[src/hw/rtl/assert_macros.svh]
// Assertion helpers used by bcsm_ctrl.
// All macros sample on clk_i and are disabled while rst_ni is low.
`ifndef ASSERT_MACROS_SVH
`define ASSERT_MACROS_SVH

// Check a property on every rising clock edge outside reset.
`define BCSM_ASSERT(lbl, prop) \
  lbl: assert property (@(posedge clk_i) disable iff (!rst_ni) (prop)) \
    else $error("assertion failed");

// Check that expect_next holds in the cycle after cond.
`define BCSM_ASSERT_NEXT(lbl, cond, expect_next) \
  lbl: assert property (@(posedge clk_i) disable iff (!rst_ni) \
    (cond) |=> (expect_next)) else $error("assertion failed");

`endif

[src/hw/rtl/bcsm_pkg.sv]
// ----------------------------------------------------------------------------
// bcsm_pkg
// Shared types and constants of the battery charge-state monitor.
// ----------------------------------------------------------------------------
`timescale 1ns / 1ps
`default_nettype none

package bcsm_pkg;

  // Configuration register indexes
  localparam logic [2:0] REG_LOW_THR     = 3'd0;
  localparam logic [2:0] REG_ALERTS_ON   = 3'd1;
  localparam logic [2:0] REG_LOW_ALERT   = 3'd2;
  localparam logic [2:0] REG_CHG_ALERT   = 3'd3;
  localparam logic [2:0] REG_FULL_ALERT  = 3'd4;
  localparam logic [2:0] REG_FULL_HOLD   = 3'd5;

  localparam int unsigned CFG_IDX_W  = 3;
  localparam int unsigned CFG_DATA_W = 32;

  // Levels in 1/256 percent, voltage in 1.25 mV units
  localparam logic [14:0] PCT_FULL_Q8   = 15'd25600;
  localparam logic [14:0] PCT_99_Q8     = 15'd25344;
  localparam logic [14:0] PCT_10_Q8     = 15'd2560;
  localparam logic [14:0] PCT_5_Q8      = 15'd1280;
  localparam logic [6:0]  LOW_THR_DEF   = 7'd15;
  localparam logic [11:0] FULL_VOLT     = 12'd3320;

  // Rate in 1/1280 %/h
  localparam logic signed [24:0] RATE_THRESH = 25'sd256;
  localparam logic signed [39:0] RATE_MAX    = 40'sd16777215;
  localparam logic signed [39:0] RATE_MIN    = -40'sd16777216;
  localparam logic signed [39:0] RATE_SCALE  = 40'sd18000000;
  localparam int unsigned        RATE_DIV_W  = 39;
  // x / 10 equals (x * RECIP10) >> 35 for any 32-bit x
  localparam logic [31:0]        RECIP10     = 32'hCCCC_CCCD;

  // Charge state codes
  localparam logic [1:0] CS_CRITICAL    = 2'd0;
  localparam logic [1:0] CS_FULL        = 2'd1;
  localparam logic [1:0] CS_CHARGING    = 2'd2;
  localparam logic [1:0] CS_DISCHARGING = 2'd3;

  // Charge alert codes
  localparam logic [1:0] CA_NONE    = 2'd0;
  localparam logic [1:0] CA_STARTED = 2'd1;
  localparam logic [1:0] CA_STOPPED = 2'd2;

  // Controller to datapath
  typedef struct packed {
    logic load;
    logic prime;
    logic mul;
    logic div_start;
    logic mix;
    logic rate;
    logic commit;
  } bcsm_cmd_t;

  // Datapath to controller
  typedef struct packed {
    logic need_rate;
    logic primed;
    logic div_done;
    logic out_free;
  } bcsm_sts_t;

endpackage

`default_nettype wire

[src/hw/rtl/bcsm_if.sv]
// ----------------------------------------------------------------------------
// bcsm_if
// Sample and status channels of the charge-state monitor.
// ----------------------------------------------------------------------------
`timescale 1ns / 1ps
`default_nettype none

interface bcsm_in_if;
  logic        valid;
  logic        ready;
  logic [15:0] vcell_raw;
  logic [15:0] soc_raw;
  logic [31:0] now_ms;

  modport source (output valid, vcell_raw, soc_raw, now_ms, input ready);
  modport sink   (input valid, vcell_raw, soc_raw, now_ms, output ready);
endinterface

interface bcsm_out_if;
  logic               valid;
  logic               ready;
  logic [11:0]        voltage_units;
  logic [14:0]        percent_q8;
  logic signed [24:0] rate_q;
  logic               charging;
  logic               full_res;
  logic               low;
  logic [1:0]         charge_state;
  logic               low_alert;
  logic [1:0]         charge_alert;
  logic               full_alert;
  logic               critical_sleep;

  modport source (output valid, voltage_units, percent_q8, rate_q, charging, full_res,
                  low, charge_state, low_alert, charge_alert, full_alert, critical_sleep,
                  input ready);
  modport sink   (input valid, voltage_units, percent_q8, rate_q, charging, full_res,
                  low, charge_state, low_alert, charge_alert, full_alert, critical_sleep,
                  output ready);
endinterface

`default_nettype wire

[src/hw/rtl/bcsm_div.sv]
// ----------------------------------------------------------------------------
// bcsm_div
// Restoring unsigned divider, one quotient bit per cycle.
// ----------------------------------------------------------------------------
`timescale 1ns / 1ps
`default_nettype none

module bcsm_div #(
  parameter int unsigned NUM_W = 39,
  parameter int unsigned DEN_W = 32
) (
  input  wire logic             clk_i,
  input  wire logic             rst_ni,
  input  wire logic             start_i,
  input  wire logic [NUM_W-1:0] num_i,
  input  wire logic [DEN_W-1:0] den_i,
  output logic      [NUM_W-1:0] quo_o,
  output logic                  done_o
);

  localparam int unsigned CNT_W = $clog2(NUM_W + 1);

  logic [NUM_W-1:0] num_q, num_d;
  logic [DEN_W:0]   rem_q, rem_d;
  logic [DEN_W-1:0] den_q, den_d;
  logic [CNT_W-1:0] cnt_q, cnt_d;
  logic             busy_q, busy_d;
  logic             done_q, done_d;
  logic [DEN_W:0]   rem_sh;
  logic [DEN_W:0]   diff;

  // Shift in the next numerator bit and try a subtract
  always_comb begin
    rem_sh = {rem_q[DEN_W-1:0], num_q[NUM_W-1]};
    diff   = rem_sh - {1'b0, den_q};
    num_d  = num_q;
    rem_d  = rem_q;
    den_d  = den_q;
    cnt_d  = cnt_q;
    busy_d = busy_q;
    done_d = done_q;
    if (start_i) begin
      num_d  = num_i;
      rem_d  = '0;
      den_d  = den_i;
      cnt_d  = CNT_W'(NUM_W);
      busy_d = 1'b1;
      done_d = 1'b0;
    end else if (busy_q) begin
      if (!diff[DEN_W]) begin
        rem_d = diff;
        num_d = {num_q[NUM_W-2:0], 1'b1};
      end else begin
        rem_d = rem_sh;
        num_d = {num_q[NUM_W-2:0], 1'b0};
      end
      cnt_d = cnt_q - 1'b1;
      if (cnt_q == CNT_W'(1)) begin
        busy_d = 1'b0;
        done_d = 1'b1;
      end
    end
  end

  // Hold control state
  always_ff @(posedge clk_i or negedge rst_ni) begin
    if (!rst_ni) begin
      cnt_q  <= '0;
      busy_q <= 1'b0;
      done_q <= 1'b0;
    end else begin
      cnt_q  <= cnt_d;
      busy_q <= busy_d;
      done_q <= done_d;
    end
  end

  // Hold operands
  always_ff @(posedge clk_i) begin
    num_q <= num_d;
    rem_q <= rem_d;
    den_q <= den_d;
  end

  assign quo_o  = num_q;
  assign done_o = done_q;

endmodule

`default_nettype wire

[src/hw/rtl/bcsm_datapath.sv]
// ----------------------------------------------------------------------------
// bcsm_datapath
// Sample registers, rate arithmetic, flags, configuration and output word.
// ----------------------------------------------------------------------------
`timescale 1ns / 1ps
`default_nettype none

module bcsm_datapath
  import bcsm_pkg::*;
#(
  parameter int unsigned TIME_WIDTH      = 32,
  parameter int unsigned MIN_INTERVAL_MS = 30000
) (
  input  wire logic                  clk_i,
  input  wire logic                  rst_ni,
  input  wire logic                  cfg_we_i,
  input  wire logic [CFG_IDX_W-1:0]  cfg_idx_i,
  input  wire logic [CFG_DATA_W-1:0] cfg_data_i,
  input  wire bcsm_cmd_t             cmd_i,
  output bcsm_sts_t                  sts_o,
  bcsm_in_if.sink                    in_if,
  bcsm_out_if.source                 out_if
);

  localparam int unsigned TW    = TIME_WIDTH;
  localparam int unsigned CMP_W = (TW > 32) ? TW : 32;

  // Configuration
  logic [6:0]  low_thr_q;
  logic        alerts_on_q, low_alert_on_q, chg_alert_on_q, full_alert_on_q;
  logic [31:0] full_hold_q;

  always_ff @(posedge clk_i or negedge rst_ni) begin
    if (!rst_ni) begin
      low_thr_q       <= '0;
      alerts_on_q     <= 1'b1;
      low_alert_on_q  <= 1'b1;
      chg_alert_on_q  <= 1'b1;
      full_alert_on_q <= 1'b1;
      full_hold_q     <= 32'd600000;
    end else if (cfg_we_i) begin
      case (cfg_idx_i)
        REG_LOW_THR:    low_thr_q       <= cfg_data_i[6:0];
        REG_ALERTS_ON:  alerts_on_q     <= cfg_data_i[0];
        REG_LOW_ALERT:  low_alert_on_q  <= cfg_data_i[0];
        REG_CHG_ALERT:  chg_alert_on_q  <= cfg_data_i[0];
        REG_FULL_ALERT: full_alert_on_q <= cfg_data_i[0];
        REG_FULL_HOLD:  full_hold_q     <= cfg_data_i;
        default: ;
      endcase
    end
  end

  // Captured sample
  logic [11:0]   volt_q;
  logic [14:0]   pct_q;
  logic [TW-1:0] now_q;
  logic [14:0]   pct_clamped;

  assign pct_clamped = (in_if.soc_raw > 16'(PCT_FULL_Q8)) ? PCT_FULL_Q8 : in_if.soc_raw[14:0];

  always_ff @(posedge clk_i) begin
    if (cmd_i.load) begin
      volt_q <= in_if.vcell_raw[15:4];
      pct_q  <= pct_clamped;
      now_q  <= TW'(in_if.now_ms);
    end
  end

  // Persistent state
  logic               primed_q;
  logic [14:0]        ref_pct_q;
  logic [TW-1:0]      ref_time_q;
  logic signed [24:0] smooth_q;
  logic               full_pend_q;
  logic [TW-1:0]      full_since_q;
  logic               prev_low_q, prev_chg_q, prev_full_q;

  // Elapsed time since the rate reference
  logic [TW-1:0] dt;
  assign dt = now_q - ref_time_q;

  // Rate arithmetic
  logic signed [15:0]     dq;
  logic signed [39:0]     prod_q;
  logic signed [39:0]     raw;
  logic signed [39:0]     sum_q;
  logic signed [39:0]     sum_d;
  logic signed [39:0]     mixed;
  logic [RATE_DIV_W-1:0]  prod_mag, quo;
  logic [31:0]            sum_mag;
  logic [63:0]            mix_prod;
  logic [28:0]            quo10;
  logic                   div_done;

  assign dq       = $signed({1'b0, pct_q}) - $signed({1'b0, ref_pct_q});
  assign prod_mag = prod_q[39] ? RATE_DIV_W'(-prod_q) : prod_q[RATE_DIV_W-1:0];
  assign raw      = prod_q[39] ? -$signed({1'b0, quo}) : $signed({1'b0, quo});
  assign sum_d    = 40'sd7 * 40'(smooth_q) + 40'sd3 * raw;

  // Divide the weighted sum by ten with a reciprocal multiply, truncating toward zero
  assign sum_mag  = sum_q[39] ? 32'(-sum_q) : sum_q[31:0];
  assign mix_prod = {32'd0, sum_mag} * {32'd0, RECIP10};
  assign quo10    = mix_prod[63:35];
  assign mixed    = sum_q[39] ? -$signed({11'd0, quo10}) : $signed({11'd0, quo10});

  bcsm_div #(
    .NUM_W (RATE_DIV_W),
    .DEN_W (TW)
  ) u_div (
    .clk_i   (clk_i),
    .rst_ni  (rst_ni),
    .start_i (cmd_i.div_start),
    .num_i   (prod_mag),
    .den_i   (dt),
    .quo_o   (quo),
    .done_o  (div_done)
  );

  // Register the product and the weighted sum
  always_ff @(posedge clk_i) begin
    if (cmd_i.mul) begin
      prod_q <= 40'(dq) * RATE_SCALE;
    end
    if (cmd_i.mix) begin
      sum_q <= sum_d;
    end
  end

  // Flags of the current sample
  logic          charging, low, cand, full, crit;
  logic [6:0]    thr;
  logic [TW-1:0] since, held;
  logic [1:0]    cstate, chg_alert;
  logic          low_alert, full_alert;

  always_comb begin
    thr      = (low_thr_q != 7'd0) ? low_thr_q : LOW_THR_DEF;
    charging = (smooth_q > RATE_THRESH) && (pct_q < PCT_99_Q8);
    low      = pct_q < {thr, 8'd0};
    cand     = (pct_q >= PCT_99_Q8) && (volt_q >= FULL_VOLT) && (smooth_q < RATE_THRESH);
    since    = full_pend_q ? full_since_q : now_q;
    held     = now_q - since;
    full     = cand && (CMP_W'(held) >= CMP_W'(full_hold_q));
    if (pct_q < PCT_10_Q8) begin
      cstate = CS_CRITICAL;
    end else if (full) begin
      cstate = CS_FULL;
    end else if (charging) begin
      cstate = CS_CHARGING;
    end else begin
      cstate = CS_DISCHARGING;
    end
    low_alert  = alerts_on_q && low_alert_on_q && low && !prev_low_q;
    full_alert = alerts_on_q && full_alert_on_q && full && !prev_full_q;
    crit       = alerts_on_q && (pct_q < PCT_5_Q8);
    chg_alert  = CA_NONE;
    if (alerts_on_q && chg_alert_on_q) begin
      if (charging && !prev_chg_q) begin
        chg_alert = CA_STARTED;
      end else if (!charging && prev_chg_q) begin
        chg_alert = CA_STOPPED;
      end
    end
  end

  // Update state on prime, rate and commit
  always_ff @(posedge clk_i or negedge rst_ni) begin
    if (!rst_ni) begin
      primed_q     <= 1'b0;
      ref_pct_q    <= '0;
      ref_time_q   <= '0;
      smooth_q     <= '0;
      full_pend_q  <= 1'b0;
      full_since_q <= '0;
      prev_low_q   <= 1'b0;
      prev_chg_q   <= 1'b0;
      prev_full_q  <= 1'b0;
    end else begin
      if (cmd_i.prime) begin
        primed_q   <= 1'b1;
        ref_pct_q  <= pct_q;
        ref_time_q <= now_q;
        smooth_q   <= '0;
      end
      if (cmd_i.rate) begin
        ref_pct_q  <= pct_q;
        ref_time_q <= now_q;
        if (mixed > RATE_MAX) begin
          smooth_q <= RATE_MAX[24:0];
        end else if (mixed < RATE_MIN) begin
          smooth_q <= RATE_MIN[24:0];
        end else begin
          smooth_q <= mixed[24:0];
        end
      end
      if (cmd_i.commit) begin
        full_pend_q <= cand;
        if (cand && !full_pend_q) begin
          full_since_q <= now_q;
        end
        prev_low_q  <= low;
        prev_chg_q  <= charging;
        prev_full_q <= full;
      end
    end
  end

  // Output word
  logic        out_valid_q;
  logic [11:0] o_volt_q;
  logic [14:0] o_pct_q;
  logic [24:0] o_rate_q;
  logic        o_chg_q, o_full_q, o_low_q, o_lowa_q, o_fulla_q, o_crit_q;
  logic [1:0]  o_cs_q, o_chga_q;

  always_ff @(posedge clk_i or negedge rst_ni) begin
    if (!rst_ni) begin
      out_valid_q <= 1'b0;
    end else if (cmd_i.commit) begin
      out_valid_q <= 1'b1;
    end else if (out_if.ready) begin
      out_valid_q <= 1'b0;
    end
  end

  always_ff @(posedge clk_i) begin
    if (cmd_i.commit) begin
      o_volt_q  <= volt_q;
      o_pct_q   <= pct_q;
      o_rate_q  <= smooth_q;
      o_chg_q   <= charging;
      o_full_q  <= full;
      o_low_q   <= low;
      o_cs_q    <= cstate;
      o_lowa_q  <= low_alert;
      o_chga_q  <= chg_alert;
      o_fulla_q <= full_alert;
      o_crit_q  <= crit;
    end
  end

  assign out_if.valid          = out_valid_q;
  assign out_if.voltage_units  = o_volt_q;
  assign out_if.percent_q8     = o_pct_q;
  assign out_if.rate_q         = o_rate_q;
  assign out_if.charging       = o_chg_q;
  assign out_if.full_res       = o_full_q;
  assign out_if.low            = o_low_q;
  assign out_if.charge_state   = o_cs_q;
  assign out_if.low_alert      = o_lowa_q;
  assign out_if.charge_alert   = o_chga_q;
  assign out_if.full_alert     = o_fulla_q;
  assign out_if.critical_sleep = o_crit_q;

  // Status to the controller
  assign sts_o.need_rate = primed_q && (CMP_W'(dt) >= CMP_W'(MIN_INTERVAL_MS));
  assign sts_o.primed    = primed_q;
  assign sts_o.div_done  = div_done;
  assign sts_o.out_free  = !out_valid_q || out_if.ready;

endmodule

`default_nettype wire

[src/hw/rtl/bcsm_ctrl.sv]
// ----------------------------------------------------------------------------
// bcsm_ctrl
// Sequencer for sample capture, the interval division, the mix and result commit.
// ----------------------------------------------------------------------------
`timescale 1ns / 1ps
`default_nettype none
`include "assert_macros.svh"

module bcsm_ctrl
  import bcsm_pkg::*;
(
  input  wire logic      clk_i,
  input  wire logic      rst_ni,
  input  wire logic      in_valid_i,
  output logic           in_ready_o,
  input  wire bcsm_sts_t sts_i,
  output bcsm_cmd_t      cmd_o
);

  typedef enum logic [5:0] {
    S_IDLE   = 6'b000001,
    S_CHECK  = 6'b000010,
    S_START1 = 6'b000100,
    S_DIV1   = 6'b001000,
    S_RATE   = 6'b010000,
    S_FIN    = 6'b100000
  } state_e;

  state_e state_q, state_d;

  // Next state and commands
  always_comb begin
    state_d    = state_q;
    cmd_o      = '0;
    in_ready_o = 1'b0;
    case (state_q)
      S_IDLE: begin
        in_ready_o = 1'b1;
        if (in_valid_i) begin
          cmd_o.load = 1'b1;
          state_d    = S_CHECK;
        end
      end
      S_CHECK: begin
        if (!sts_i.primed) begin
          cmd_o.prime = 1'b1;
          state_d     = S_FIN;
        end else if (sts_i.need_rate) begin
          cmd_o.mul = 1'b1;
          state_d   = S_START1;
        end else begin
          state_d = S_FIN;
        end
      end
      S_START1: begin
        cmd_o.div_start = 1'b1;
        state_d         = S_DIV1;
      end
      S_DIV1: begin
        if (sts_i.div_done) begin
          cmd_o.mix = 1'b1;
          state_d   = S_RATE;
        end
      end
      S_RATE: begin
        cmd_o.rate = 1'b1;
        state_d    = S_FIN;
      end
      S_FIN: begin
        if (sts_i.out_free) begin
          cmd_o.commit = 1'b1;
          state_d      = S_IDLE;
        end
      end
      default: state_d = S_IDLE;
    endcase
  end

  always_ff @(posedge clk_i or negedge rst_ni) begin
    if (!rst_ni) begin
      state_q <= S_IDLE;
    end else begin
      state_q <= state_d;
    end
  end

  `BCSM_ASSERT(a_commit_free, cmd_o.commit |-> sts_i.out_free)
  `BCSM_ASSERT_NEXT(a_start_clears_done, cmd_o.div_start, !sts_i.div_done)
  `BCSM_ASSERT(a_mix_after_div, cmd_o.mix |-> sts_i.div_done)

endmodule

`default_nettype wire

[src/hw/rtl/battery_charge_state_monitor_top.sv]
// ----------------------------------------------------------------------------
// battery_charge_state_monitor_top
// Fuel-gauge sample monitor: rate, flags, charge state and alerts.
// ----------------------------------------------------------------------------
// Flow: accept, check, then commit when no rate update is due; with a rate update,
// multiply, the 39-step serial divider for the time interval, mix and rate come first.
// Throughput: one word in flight; the next word is accepted in the idle state that
// follows the commit that registers the result. Output stalls hold the commit.
// Reset: asynchronous active low, clears state and restores register defaults.
`timescale 1ns / 1ps
`default_nettype none

module battery_charge_state_monitor_top
  import bcsm_pkg::*;
#(
  parameter int unsigned TIME_WIDTH      = 32,
  parameter int unsigned MIN_INTERVAL_MS = 30000
) (
  input  wire logic                  clk_i,
  input  wire logic                  rst_ni,
  input  wire logic                  cfg_we_i,
  input  wire logic [CFG_IDX_W-1:0]  cfg_idx_i,
  input  wire logic [CFG_DATA_W-1:0] cfg_data_i,
  bcsm_in_if.sink                    in_if,
  bcsm_out_if.source                 out_if
);

  bcsm_cmd_t cmd;
  bcsm_sts_t sts;

  bcsm_ctrl u_ctrl (
    .clk_i      (clk_i),
    .rst_ni     (rst_ni),
    .in_valid_i (in_if.valid),
    .in_ready_o (in_if.ready),
    .sts_i      (sts),
    .cmd_o      (cmd)
  );

  bcsm_datapath #(
    .TIME_WIDTH      (TIME_WIDTH),
    .MIN_INTERVAL_MS (MIN_INTERVAL_MS)
  ) u_dp (
    .clk_i      (clk_i),
    .rst_ni     (rst_ni),
    .cfg_we_i   (cfg_we_i),
    .cfg_idx_i  (cfg_idx_i),
    .cfg_data_i (cfg_data_i),
    .cmd_i      (cmd),
    .sts_o      (sts),
    .in_if      (in_if),
    .out_if     (out_if)
  );

endmodule

`default_nettype wire

[src/flat_wrapper.sv]
// flat-port wrapper written by rule: the top's interface ports become plain ports
module battery_charge_state_monitor_top_flat import bcsm_pkg::*;
#(
  parameter int unsigned TIME_WIDTH      = 32,
  parameter int unsigned MIN_INTERVAL_MS = 30000
)
  (clk_i, rst_ni, cfg_we_i, cfg_idx_i, cfg_data_i, in_if_valid, in_if_vcell_raw, in_if_soc_raw, in_if_now_ms, in_if_ready, out_if_valid, out_if_voltage_units, out_if_percent_q8, out_if_rate_q, out_if_charging, out_if_full_res, out_if_low, out_if_charge_state, out_if_low_alert, out_if_charge_alert, out_if_full_alert, out_if_critical_sleep, out_if_ready);
  bcsm_in_if in_if_i ();
  bcsm_out_if out_if_i ();
  input  wire logic clk_i;
  input  wire logic rst_ni;
  input  wire logic cfg_we_i;
  input  wire logic [CFG_IDX_W-1:0] cfg_idx_i;
  input  wire logic [CFG_DATA_W-1:0] cfg_data_i;
  input wire logic [$bits(in_if_i.valid)-1:0] in_if_valid;
  input wire logic [$bits(in_if_i.vcell_raw)-1:0] in_if_vcell_raw;
  input wire logic [$bits(in_if_i.soc_raw)-1:0] in_if_soc_raw;
  input wire logic [$bits(in_if_i.now_ms)-1:0] in_if_now_ms;
  output wire logic [$bits(in_if_i.ready)-1:0] in_if_ready;
  output wire logic [$bits(out_if_i.valid)-1:0] out_if_valid;
  output wire logic [$bits(out_if_i.voltage_units)-1:0] out_if_voltage_units;
  output wire logic [$bits(out_if_i.percent_q8)-1:0] out_if_percent_q8;
  output wire logic [$bits(out_if_i.rate_q)-1:0] out_if_rate_q;
  output wire logic [$bits(out_if_i.charging)-1:0] out_if_charging;
  output wire logic [$bits(out_if_i.full_res)-1:0] out_if_full_res;
  output wire logic [$bits(out_if_i.low)-1:0] out_if_low;
  output wire logic [$bits(out_if_i.charge_state)-1:0] out_if_charge_state;
  output wire logic [$bits(out_if_i.low_alert)-1:0] out_if_low_alert;
  output wire logic [$bits(out_if_i.charge_alert)-1:0] out_if_charge_alert;
  output wire logic [$bits(out_if_i.full_alert)-1:0] out_if_full_alert;
  output wire logic [$bits(out_if_i.critical_sleep)-1:0] out_if_critical_sleep;
  input wire logic [$bits(out_if_i.ready)-1:0] out_if_ready;
  assign in_if_i.valid = in_if_valid;
  assign in_if_i.vcell_raw = in_if_vcell_raw;
  assign in_if_i.soc_raw = in_if_soc_raw;
  assign in_if_i.now_ms = in_if_now_ms;
  assign in_if_ready = in_if_i.ready;
  assign out_if_valid = out_if_i.valid;
  assign out_if_voltage_units = out_if_i.voltage_units;
  assign out_if_percent_q8 = out_if_i.percent_q8;
  assign out_if_rate_q = out_if_i.rate_q;
  assign out_if_charging = out_if_i.charging;
  assign out_if_full_res = out_if_i.full_res;
  assign out_if_low = out_if_i.low;
  assign out_if_charge_state = out_if_i.charge_state;
  assign out_if_low_alert = out_if_i.low_alert;
  assign out_if_charge_alert = out_if_i.charge_alert;
  assign out_if_full_alert = out_if_i.full_alert;
  assign out_if_critical_sleep = out_if_i.critical_sleep;
  assign out_if_i.ready = out_if_ready;
  battery_charge_state_monitor_top #(.TIME_WIDTH(TIME_WIDTH), .MIN_INTERVAL_MS(MIN_INTERVAL_MS)) u_core (.clk_i(clk_i), .rst_ni(rst_ni), .cfg_we_i(cfg_we_i), .cfg_idx_i(cfg_idx_i), .cfg_data_i(cfg_data_i), .in_if(in_if_i), .out_if(out_if_i));
endmodule
[config.mk]
export PLATFORM = sky130hd
export DESIGN_NAME = battery_charge_state_monitor_top_flat
export DESIGN_NICKNAME = d
export VERILOG_FILES = /design/src/hw/rtl/bcsm_pkg.sv /design/src/hw/rtl/bcsm_if.sv /design/src/hw/rtl/bcsm_div.sv /design/src/hw/rtl/bcsm_datapath.sv /design/src/hw/rtl/bcsm_ctrl.sv /design/src/hw/rtl/battery_charge_state_monitor_top.sv /design/src/flat_wrapper.sv
export VERILOG_INCLUDE_DIRS = /design/src /design/src/hw/rtl
export SDC_FILE = /design/constraint.sdc
export NUM_CORES = 2
export LEC_CHECK = 0
export BUFFER_PORTS_ARGS = -buffer_cell sky130_fd_sc_hd__clkbuf_2
export CAP_MARGIN = 0
export CORE_AREA = 8 8 314 316
export CTS_CLUSTER_DIAMETER = 100
export DETAILED_ROUTE_END_ITERATION = 7
export DIE_AREA = 0 0 322 324
export GPL_TIMING_DRIVEN = 0
export PLACE_DENSITY = 0.75
export SETUP_SLACK_MARGIN = 0.3
export SYNTH_ARGS = -nofsm -noshare
export SYNTH_HDL_FRONTEND = slang
export SYNTH_SLANG_ARGS = --single-unit
[constraint.sdc]
create_clock -name clk_i -period 12.5 [get_ports clk_i]
set_input_delay 2.5 -clock clk_i [delete_from_list [all_inputs] [get_ports clk_i]]
set_output_delay 2.5 -clock clk_i [all_outputs]
set_load 0.1 [all_outputs]
**Yosys cells after proc, flatten, opt, wreduce, memory -nomap -nowiden**

Index checks and enable logic that the tools add are counted.

- Add/sub/neg operators: 10
- Multiply operators: 4
- Div/mod/pow operators: 0
- Magnitude comparators: 13
- Equality and inequality tests: 15
- Shift-type cells: 0
- Mux-type cells: 51
- Bitwise operators: 1
- Reduce and logical (&&, ||, !) cells: 40

Operators by type and width:

| kind | count |
|---|---|
| $mux 32 | 5 |
| $mux 39 | 3 |
| $mux 25 | 4 |
| $mux 40 | 2 |
| $mul 32x32->64 const B | 1 |
| $sub 32x32->32 | 2 |
| $mux 6 | 7 |
| $add 29x40->40 | 1 |
| $gt 40x25->1 const B | 1 |
| $lt 40x25->1 const B | 1 |
| $mul 3x40->40 const A | 1 |
| $neg 29->40 | 1 |
| $neg 39->40 | 1 |
| $neg 39->39 | 1 |
| $pmux 6 s6 | 1 |
| $mul 16x19->33 const B | 1 |
| $sub 33x32->33 | 1 |
| $ge 32x15->1 const B | 1 |
| $ge 32x32->1 | 1 |
| $neg 32->32 | 1 |
| $mux 15 | 2 |
| $mul 4x25->29 const A | 1 |
| $gt 25x10->1 const B | 1 |
| $lt 25x10->1 const B | 1 |
| other kinds (33) | 92 |

- Bits in registers: 464
- Latch bits: 0
- RAM bits: 0
- ROM bits: 0
- Input port bits: 104
- Output and inout bits: 64
- Word-level logic and storage cells: 175
- Memories: 0

**Depth between registers and ports, before layout**

- Word-level depth: 9
- Gate-level depth with buffers: 42
- Mapped depth without buffers: 39

**Worst setup path before layout**

Ideal clock, no wire load.

- Kind: flip-flop to flip-flop
- Start: reg u_core.u_dp.sum_q[12]
- End: reg u_core.u_dp.smooth_q[23]
- Data arrival time: 10,317 ps
- Setup slack: 2,043 ps
- Stages on the path, launching flop included: 36
- Buffers on the path: 3
- Period minus slack after synthesis: 10,457 ps
- Cell sequence: edfxtp_1 or4_1 nor4_1 nand2b_1 or3_1 or3_1 o31ai_1 xnor2_1 ha_1 ha_1 inv_1 fa_1 inv_1 fa_1 fa_1 fa_1 fa_1 fa_1 ha_1 buf_2 nand4_2 nor4_1 o21a_1 a21oi_1 nor4b_1 o31ai_1 a211oi_4 nand2_2 or4_1 buf_2 o41a_1 nor3_2 nand3_1 o21ai_4 buf_6 o221ai_2

- Cells in the longest elaborated chain, start to end: 9
- Elaborated cells between the ends (all ways): 10
- Classes of those cells: 2 x add/sub; 1 x mul; 2 x order compare; 5 x mux

Ends and longest elaborated chain:

| element | RTL line | RTL |
|---|---|---|
| from (decl) | bcsm_datapath.sv:87 | `logic signed [39:0] sum_q;` |
| from (signal assigned) | bcsm_datapath.sv:126 | `sum_q <= sum_d;` |
| $neg 32->32 | bcsm_datapath.sv:102 | `assign sum_mag = sum_q[39] ? 32'(-sum_q) : sum_q[31:0];` |
| $mux 32 (*) | bcsm_datapath.sv:102 |  |
| $mul 32x32->64 (*) | bcsm_datapath.sv:103 | `assign mix_prod = {32'd0, sum_mag} * {32'd0, RECIP10};` |
| $neg 29->40 | bcsm_datapath.sv:105 | `assign mixed = sum_q[39] ? -$signed({11'd0, quo10}) : $signed({11'd0, quo10});` |
| $mux 40 (*) | bcsm_datapath.sv:105 |  |
| $lt 40x25->1 | bcsm_datapath.sv:191 | `end else if (mixed < RATE_MIN) begin` |
| $mux 25 | bcsm_datapath.sv:191 |  |
| $mux 25 (*) | bcsm_datapath.sv:189 | `if (mixed > RATE_MAX) begin` |
| $mux 25 (*) | bcsm_datapath.sv:186 | `if (cmd_i.rate) begin` |
| to (signal assigned) | bcsm_datapath.sv:190 | `smooth_q <= RATE_MAX[24:0];` |
| to (signal assigned) | bcsm_datapath.sv:192 | `smooth_q <= RATE_MIN[24:0];` |
| to (signal assigned) | bcsm_datapath.sv:194 | `smooth_q <= mixed[24:0];` |
| to (decl) | bcsm_datapath.sv:74 | `logic signed [24:0] smooth_q;` |

Every way passes the cells marked *; elsewhere a longest branch is shown, timed or not.
A chain may end at the register's enable or synchronous reset.

**Worst setup path after layout**

- Start: reg u_core.u_dp.sum_q[39]
- End: reg u_core.u_dp.smooth_q[4]

- Cells in the longest elaborated chain, start to end: 8
- Elaborated cells between the ends (all ways): 9
- Classes of those cells: 1 x add/sub; 1 x mul; 2 x order compare; 5 x mux

Ends and longest elaborated chain:

| element | RTL line |
|---|---|
| $mux 32 | bcsm_datapath.sv:102 |
| $mul 32x32->64 | bcsm_datapath.sv:103 |
| $neg 29->40 | bcsm_datapath.sv:105 |
| $mux 40 (*) | bcsm_datapath.sv:105 |
| $lt 40x25->1 | bcsm_datapath.sv:191 |
| $mux 25 | bcsm_datapath.sv:191 |
| $mux 25 (*) | bcsm_datapath.sv:189 |
| $mux 25 (*) | bcsm_datapath.sv:186 |

Marked as above.

==> flow_metrics.py <==
metrics = {
    "outcome": {
        "status": "finished clean",
    },
    "setup_path": {
        "cpPeakStageDelay_ps": 610,
        "cp.arrival_ps": 12250,
        "cp_max_fo": 10,
        "critPathRequiredTime_ps": 12930,
        "cpMaxStageDelayCell": "fa_1",
        "startpoint_type": "flop",
        "crit_top_cell": "fa_1",
        "cp-end-kind": "flop",
        "critical_path_class": "flop to flop",
    },
    "run": {
        "max_cap_viol_count": 0,
    },
    "logic_synthesis": {
        "ys.flop_type": "edfxtp_1",
        "synth_edf_count": 258,
        "synth_async_sr_flop_share_pct": 36.5,
        "synth_compound_gate_area_share_pct": 11.3,
        "synth_cells": 5147,
        "synth_warnings": 0,
        "muxShareOfSynthArea_pct": 2.73,
        "synth_xor_area_share_pct": 5.74,
        "synth_top_family_by_area": "adder cells",
        "synthAdderAreaFrac_pct": 39.4,
        "syn-cell-area_um2": 52000,
        "synth_cell_types": 95,
        "syn_avg_cell_area_um2": 10.1,
        "ys_ff_latch": 457,
        "yosysSeqAreaShare_pct": 24.2,
        "yosys.area_share.simple_pct": 8.79,
        "syn-num-nets": 6560,
    },
    "final_layout": {
        "area_growth_pct": 8.60,
        "final_nets": 6797,
        "final_layout_size_suffix_gt1_share_pct": 8.67,
        "fin_util_pct": 60.2,
    },
    "clock_network": {
        "clock_sinks": 457,
        "clk_path_buf_depth": 3,
        "cts_tree": "yes",
        "clock_latency_ps": 580,
        "hold_buffers": 0,
        "cts_buffers": 43,
        "clockRootBuffer": "clkbuf_16",
        "clk_pin_slew_ps": 70,
        "cts_htree_levels": 2,
    },
    "route": {
        "drtIter0Drc": 2458,
        "via_per_inst": 5.62,
        "drc_errors": 0,
        "avgRoutedWirePerCell_um": 19.9,
        "drt_pass1_iterations": 6,
        "antenna_left": 0,
        "routed_wirelength_um": 133000,
        "vias": 37600,
    },
    "grt": {
        "grt_max_degree": 107,
        "grt_pass1_vias": 39500,
        "antenna_found_initial": 4,
        "grt_pass1_wl_um": 212000,
        "grt_overflow": 0,
        "grt_usage_pct": 25.6,
    },
    "sta": {
        "hold_ws_ps": 424,
        "max_freq_mhz": 84.6,
        "setup_violations": 0,
        "min_period_ps": 11820,
        "fin_crit_sh_pct": 94.6,
        "slew_violations": 0,
        "worstMarginPinSlew_ps": 1420,
        "tns_ps": 0,
        "setup_slack_ps": 680,
        "skew_ps": 24.7,
        "rsz0062_at_grt": "no",
        "finalHoldViolCount": 0,
        "maxSlewHeadroom_pct": 3.78,
    },
    "placed_design": {
        "dp_hpwl_um": 112000,
        "gp_congestion": 1.01,
        "portBuffers": 163,
        "dpl_worst_slack_ps": -658,
    },
    "die": {
        "initial_core_util_pct": 55.4,
        "die_h_um": 324,
        "die-area_um2": 104000,
        "design.core.area_um2": 93900,
        "die_width_um": 322,
        "num_io_pins": 168,
        "rows": 113,
    },
    "min_path": {
        "hp-class": "flop to flop",
    },
}
[logic make-up (layout without fill, tap and decap cells)]
logic type	Yosys count	after routing
AND/OR/NAND/NOR	921	921
buffers and inverters	1064	1335
multiplexers	133	133
flip-flops	457	457
XOR/XNOR	341	341
AO/OA/AOI/OAI	922	922
other	0	1
adder cells (fa/ha/maj)	1309	1309
[critical path, delay by kind of cell, from the launching register on]
kind	cells	cell delay, ps
AOI/OAI and AO/OA	7	1980
DFF	1	550
muxes	1	90
buffers and inverters	9	2010
xor gates and xnor gates	1	520
and+or+nand+nor	7	1870
adders and majority gates	9	4640
[metrics by stage]
| step | area, µm² | cells |
|---|---|---|
| 6_report | 56500 | 6684 |
| 5_1_grt | 56500 | 6683 |
| 4_1_cts | 56100 | 6658 |
| 3_5_place_dp | 54500 | 6579 |
| 3_3_place_gp | 54400 | 6575 |
| 2_1_floorplan | 52000 | 5147 |
[cells in the final DEF, fill, tap and decap left out, types with 20 or more instances in the layout]
cell type,count
ha_1,756
mux2i_1,62
clkbuf_2,166
mux2_2,71
or3_1,54
nand2_1,316
edfxtp_1,258
nor2b_1,30
a21o_1,77
and2_1,46
o21a_1,25
fa_1,550
a31oi_1,26
o21bai_1,27
a22oi_2,20
xor2_1,93
nor2_1,172
clkbuf_16,46
a21oi_1,231
nand3_1,45
nor3_1,46
nand2b_1,47
buf_4,24
nand4_1,34
inv_1,976
clkbuf_1,76
and3_1,26
dfrtp_1,154
a211oi_1,20
dfxtp_1,32
o31ai_1,46
xnor2_1,225
o21ai_0,285
[cells in the mapped netlist (all sizes together), types with 54 or more instances]
cell / count / share of area [%]
edfxtp: 258 / 15
ha: 759 / 18
clkbuf: 74 / 0.53
nand2: 317 / 2.3
mux2: 71 / 1.5
or3: 54 / 0.65
inv: 978 / 7.1
nor2: 172 / 1.2
xor2: 97 / 1.6
mux2i: 62 / 1.2
o21ai: 293 / 2.9
a21o: 77 / 1.1
xnor2: 244 / 4.1
a21oi: 238 / 2.3
fa: 550 / 21
dfrtp: 154 / 7.4
[registers in the layout, indices dropped and copies added (netlist names), 2 cells and up]
name,cells
u_core.u_dp.u_div.cnt_q,6
u_core.u_dp.ref_pct_q,15
u_core.u_dp.out_if.charge_alert,2
u_core.u_dp.sum_q,33
u_core.u_dp.pct_q,15
u_core.u_dp.out_if.percent_q8,15
u_core.u_dp.ref_time_q,32
u_core.u_dp.low_thr_q,7
u_core.u_dp.smooth_q,25
u_core.u_dp.out_if.rate_q,25
u_core.u_dp.u_div.den_q,32
u_core.u_dp.volt_q,12
u_core.u_dp.full_since_q,32
u_core.u_dp.u_div.quo_o,39
u_core.u_dp.prod_q,33
u_core.u_dp.full_hold_q,32
u_core.u_ctrl.state_q,6
u_core.u_dp.out_if.voltage_units,12
u_core.u_dp.now_q,32
u_core.u_dp.out_if.charge_state,2
u_core.u_dp.u_div.rem_q,32
[repair_timing]
action,in CTS,in global routing
gates resized for setup,20,30
pin swaps,0,11
buffers inserted,0,25
setup endpoints to repair,25,24
[layer usage]
| layer | share of wire, % | global-route usage [%] | wire length (µm) | vias to the layer above |
|---|---|---|---|---|
| li1 | - | - | - | 17800 |
| met1 | 41 | 32.3 | 54900 | 18500 |
| met2 | 49 | 44.1 | 64700 | 1056 |
| met3 | 6.0 | 4.36 | 8040 | 281 |
| met4 | 4.2 | 9.76 | 5650 | 2 |
| met5 | 0.0098 | 0 | 13 | - |
[worst paths after layout]
path	from	endpoint	slack [ps]	cells past startpoint
max	u_core.u_dp.sum_q[39]	u_core.u_dp.smooth_q[4]	680	34
min in group asynchronous	rst_ni	u_core.u_dp.ref_time_q[19]	1880	1
max in group asynchronous	rst_ni	u_core.u_dp.ref_pct_q[4]	9630	2
min reg2reg	u_core.u_dp.volt_q[0]	u_core.u_dp.out_if.voltage_units[0]	420	0
min	u_core.u_dp.volt_q[0]	u_core.u_dp.out_if.voltage_units[0]	420	0
max reg2reg	u_core.u_dp.sum_q[39]	u_core.u_dp.smooth_q[4]	680	34
[layout make-up]
type                    count  area (µm²)
clock inverters            22         230
well taps                1265        1580
multi-input cells        3626       35700
fillers                  7832       37400
clock buffers              57        1240
repair buffers            192        1110
flip-flops and latches    457       12600
plain buffers              86         367
diodes                      1        2.50
inverters                 978        3670
Power is left out: the tool's default activity adds up to more than one toggle a clock period on the data nets, which glitch-free logic cannot reach.
